$ cat src/hhmm_ram.sv
// Generic single-port-write, single-port-read RAM with registered read data.
module hhmm_ram #(
   parameter int WIDTH = 8,
   parameter int DEPTH = 256
) (
   input  logic                     clock,
   input  logic                     wr_en,
   input  logic [$clog2(DEPTH)-1:0] wr_addr,
   input  logic [WIDTH-1:0]         wr_data,
   input  logic                     rd_en,
   input  logic [$clog2(DEPTH)-1:0] rd_addr,
   output logic [WIDTH-1:0]         rd_data
);
   logic [WIDTH-1:0] mem [DEPTH];
   logic [WIDTH-1:0] rd_data_ff;

   always_ff @(posedge clock) begin
      if (wr_en) begin
         mem[wr_addr] <= wr_data;
      end
      if (rd_en) begin
         rd_data_ff <= mem[rd_addr];
      end
   end

   assign rd_data = rd_data_ff;
endmodule

$ cat config.mk
export PLATFORM = sky130hd
export DESIGN_NAME = hhmm_ram
export DESIGN_NICKNAME = d
export VERILOG_FILES = /design/src/hhmm_ram.sv
export SDC_FILE = /design/constraint.sdc
export NUM_CORES = 2
export LEC_CHECK = 0
export BUFFER_PORTS_ARGS = -buffer_cell sky130_fd_sc_hd__buf_2
export CORE_ASPECT_RATIO = 2
export CORE_MARGIN = 2
export CORE_UTILIZATION = 56
export CTS_CLUSTER_SIZE = 14
export DETAILED_ROUTE_END_ITERATION = 8
export GPL_TIMING_DRIVEN = 0
export PLACE_DENSITY = 0.72
export SETUP_SLACK_MARGIN = 0.2
export SYNTH_ARGS = -nofsm -noshare
export SYNTH_HDL_FRONTEND = slang
export SYNTH_SLANG_ARGS = --single-unit
$ cat constraint.sdc
create_clock -name clock -period 7.73 [get_ports clock]
set_input_delay 1.546 -clock clock [delete_from_list [all_inputs] [get_ports clock]]
set_output_delay 1.546 -clock clock [all_outputs]
set_load 0.02 [all_outputs]
# [After elaboration in Yosys (flattened, before gate mapping)]
# Memories as Yosys holds them, arrays and structs flattened. A register that Yosys moved wholly into a read port is not among the register bits.
# Index checks and enable logic that the tools add are counted.
[word_totals] out_inout_bits=8 memories=1 reg_bits=0 ram_bits=2048 in_bits=27
[memory_table] name="mem" depth=256 word_bits=8 read_ports=1 rd_ports_with_merged_regs=1 write_ports=1 line="14" source="logic [WIDTH-1:0] mem [DEPTH];"
[classes] n_mux=2
[ops] op="1-bit 2-to-1 mux" count=2

# [Longest topological paths before layout]
[logic_depth] ltp_word=2 ltp_mapped=11

# [Least setup slack after synthesis]
# Ideal clock, no wire load.
[synth_timing] kind="input port to flip-flop" start="input rd_addr[0]" end="register rd_data_ff[2], in the netlist rd_data[2] (read register of mem) (data pin)" required_time_ns=7.461 cell_stages=9 setup_slack_ns=4.108 t_arrival_ns=3.353 path_buffers=4 path_cell_list="buf_6 buf_12 buf_8 buf_2 mux4_2 a22oi_1 a21oi_1 nor4_1 nor4_2"
[synth_rtl] element="start, declared" line="11" source="input logic [$clog2(DEPTH)-1:0] rd_addr,"
[synth_rtl] element="end, declared" line="15" source="logic [WIDTH-1:0] rd_data_ff;"

==> summary.md <==
The tools report the destination of the worst register-to-register timing path as rd_data[5]. The number of different library cells used by synthesis comes to 54. The tools report the number of global-route vias before repair as 41700. The final reports fail on capacitance limit, slew limit.

The worst setup path is of the in2reg kind. Number of buffer cells added on primary ports: 27. In this run the standard cell core region covers 141000 sq um. The run finished, with violations left. The measured slew at the worst slew-check pin came out at 1630 ps. After floorplanning, the core was divided into 195 placement rows. In this run the static leakage power is 26.6 nW. The worst reg-to-reg path cell count is 6. The count of cells along the worst hold path was 1.

The tools report the total global routing overflow as 0. The start point of the worst hold path was rd_en. In the final routed layout, each cell accounts on average for 42.0 um.

The floorplan step set the die width to 271 um. The standard cell with the maximum stage delay on the critical path was clkbuf_1. The number of sinks on the clock net is 2056, and the detailed router's first-iteration violation count is 6289.

The post-detailed-route via-to-cell ratio was 7.04; the filler cell count in the final layout was 9519. The logs give 44 for the number of pins with negative max-slew slack in the final report and 248000 um for the aggregate routed wire length. The path with the worst hold slack has its endpoint at rd_data[7].

The proportion of layout cells with a drive suffix above 1 works out to 20.6%. Adding up every negative setup slack in the final design gives 0 ps. After clock tree synthesis, the repair step resized 0 gates. The final critical path time including I/O delays and setup came out at 6370 ps. The logs give 0.206 mV for the largest vdd supply drop and 3983 for the post-layout net count. The maximum count of clock buffers along a single path is 4. The largest incremental delay on the critical path is 1250 ps, and the wire length of the first global-routing pass is 335000 um. Sequential area share after synthesis: 77.5%. The worst register-to-register path begins at mem[83][5]. Detailed placement ended at an HPWL of 166000 um. The cell count after synthesis came out at 3733. The Yosys step of the flow raised 0 warnings.

The critical-path maximum fanout was 10; the number of buffers created by CTS was 177. For the headroom to the max-slew limit, the log shows -8.49%. The final critical path takes up 82.4% of the cycle. Setup violations remaining at the end of the flow were counted as 0.

Derived from the worst setup path, the maximum achievable clock frequency is 0.157 GHz. The pin count of the biggest net entering global routing is 173. For this run, the leading register cell type out of synthesis is edfxtp_1. The worst setup path is captured at a flop.

Counting flops with a built-in enable in the synthesized netlist gives 2056. OpenSTA, run right after detailed placement, puts the worst setup slack at 1170 ps. Setup repair after global routing left no endpoint under its margin.

The H-tree generated during clock tree synthesis spans 4 levels. The worst register-to-register path has a setup slack of 3920 ps. The register bit total from synthesis was 2056; the synthesized area was 79600 sq um. Once the floorplan was initialized, standard cells occupied 56.4% of the core. The clock-pin slew reported for the worst setup and hold paths after clock tree synthesis works out to 70 ps. At the later pin of the worst-skew pair, clock insertion delay measures 850 ps. The initial antenna violation count is 17. The most prevalent standard cell on the critical path was buf_2. Area enclosed by the die boundary: 145000 sq um.

The logs give 5645 for the count of placed standard cells including taps and 0 for the post-CTS setup repair buffer count. The number of detailed-route iterations in the first pass came out at 9. After routing the design area is 87300 sq um. The tools report the cts-stage hold buffer count as 0. The final RePlAce weighted congestion was 1.04. Per-instance average area after synthesis: 21.3 sq um.

The number of nets in the synthesized netlist is 3760. The tools report the final non-filler cell total as 5889. Relative to the synthesized area, the layout overhead comes to 9.60%.

The logs give 21.6 mW for the post-route total power and 82500 sq um for the placed cell area. The overall die height came out at 537 um. The areal power density over the cells works out to 248 nW/um^2. Root buffer selected by CTS: clkbuf_16. Post-route worst setup slack: 1360 ps. The worst hold path belongs to the class in2reg.

The count of boundary I/O pins is 35, and the proportion of synthesized flip-flops having asynchronous set or reset is 0%. Summing over every cut layer, the via total after detailed routing is 41500. Walking the worst path, the cells encountered are buf_2 > buf_2 > buf_2 > nor2_1 > clkbuf_1 > a21oi_1 > a21oi_1 > nor3_1 > nor4_1. The arrival time at the worst endpoint was 6870 ps. TritonCTS built the clock tree. The run gives 41.9 ps as the largest clock skew in the final design. The number of remaining DRC errors is 0. The run gives 8230 ps as the critical path data required time. Once detail routing completed, the nets flagged for antenna violations numbered 0. The overall track demand over capacity in global routing was 34.4%. The tools report the number of hold violations in the final report as 0. The type of origin of the critical path was a primary input. The number of maximum-capacitance constraint violations was 6.
[power by group]
group | total, mW | internal (mW) | switching [mW]
registers | 12.3 | 12.3 | 0.00665
clock network | 7.97 | 4.18 | 3.79
logic | 1.35 | 0.393 | 0.956
total | 21.6 | 16.9 | 4.75
[how the worst max path moves through the flow]
stage / start / to / slack, ps / depth (start not counted)
finish: rd_addr[2] / rd_data[4] / 1360 / 9
global route: rd_addr[2] / rd_data[4] / 1700 / 9
CTS: rd_addr[2] / rd_data[1] / 2000 / 9
detailed placement: rd_addr[2] / rd_data[1] / 1170 / 9
global placement: rd_addr[2] / rd_data[4] / 510 / 8
floorplan: rd_addr[0] / rd_data[2] / 4110 / 9
[per-stage QoR]
step           util [%]  hold WS (ps)
2_1_floorplan         -           864
5_1_grt            61.8          1140
3_5_place_dp       58.4          1440
6_report           61.8          1150
4_1_cts            61.7          1120
3_3_place_gp       58.1          1450
[layout make-up]
type / instances / area (sq um) / share of cell area [%]
diodes: 13 / 32.5 / 0.0373
multi-input cells: 1442 / 16500 / 18.9
flip-flops and latches: 2056 / 61700 / 70.7
plain buffers: 233 / 1480 / 1.69
repair buffers: 44 / 505 / 0.579
well taps: 1871 / 2340 / 2.68
clock inverters: 23 / 133 / 0.152
clock buffers: 205 / 4580 / 5.24
inverters: 2 / 7.51 / 0.00860
[layer usage]
metal  up-vias  global-route usage [%]  share of wire (%)
met4        12                    32.2                 12
met3       866                    7.58                9.9
met5         -                       0              0.038
met1     21500                    36.8                 29
met2      3069                    56.6                 49
li1      16000                       -                  -
[flip-flops by register name, indices dropped and copies added (netlist names)]
signal   flops
rd_data      8
mem       2048
[cell usage in the layout (no fill, tap or decap), drive strengths merged, types with 27 or more instances in the layout]
master  instances
edfxtp       2056
mux4          456
clkbuf        317
nor2          282
buf           164
mux2i         134
a22oi         133
a21oi          96
o221ai         47
nand3          34
nand2          33
nor2b          31
o22ai          28
nor4           27
[kinds of logic (layout without fill, tap and decap cells)]
logic type,after synthesis,in the layout,synth area share (%)
AND/OR/NAND/NOR,466,466,2.63
buffers and inverters,235,507,1.83
multiplexers,591,591,14.6
other,0,13,0
flip-flops,2056,2056,77.5
AO/OA/AOI/OAI,385,385,3.42
[cells in the mapped netlist, types with 21 or more instances]
cell type | count | area [sq um]
a21oi_1 | 96 | 480
a22oi_1 | 133 | 998
buf_1 | 22 | 82.6
buf_2 | 31 | 155
buf_4 | 27 | 203
buf_6 | 21 | 236
clkbuf_1 | 111 | 417
edfxtp_1 | 2056 | 61700
mux2i_1 | 134 | 1340
mux4_2 | 454 | 10200
nand2_1 | 33 | 124
nand3_1 | 34 | 170
nor2_1 | 282 | 1060
nor2b_1 | 31 | 194
nor3_1 | 22 | 110
nor4_1 | 24 | 150
o221ai_1 | 46 | 403
o22ai_1 | 28 | 175
[worst max-delay path: cells and delay by family]
kind	cells	cell delay [ps]
buf+inv	4	2250
compound gates	2	980
simple gates	3	2040
(Power assumes the default switching activity.)
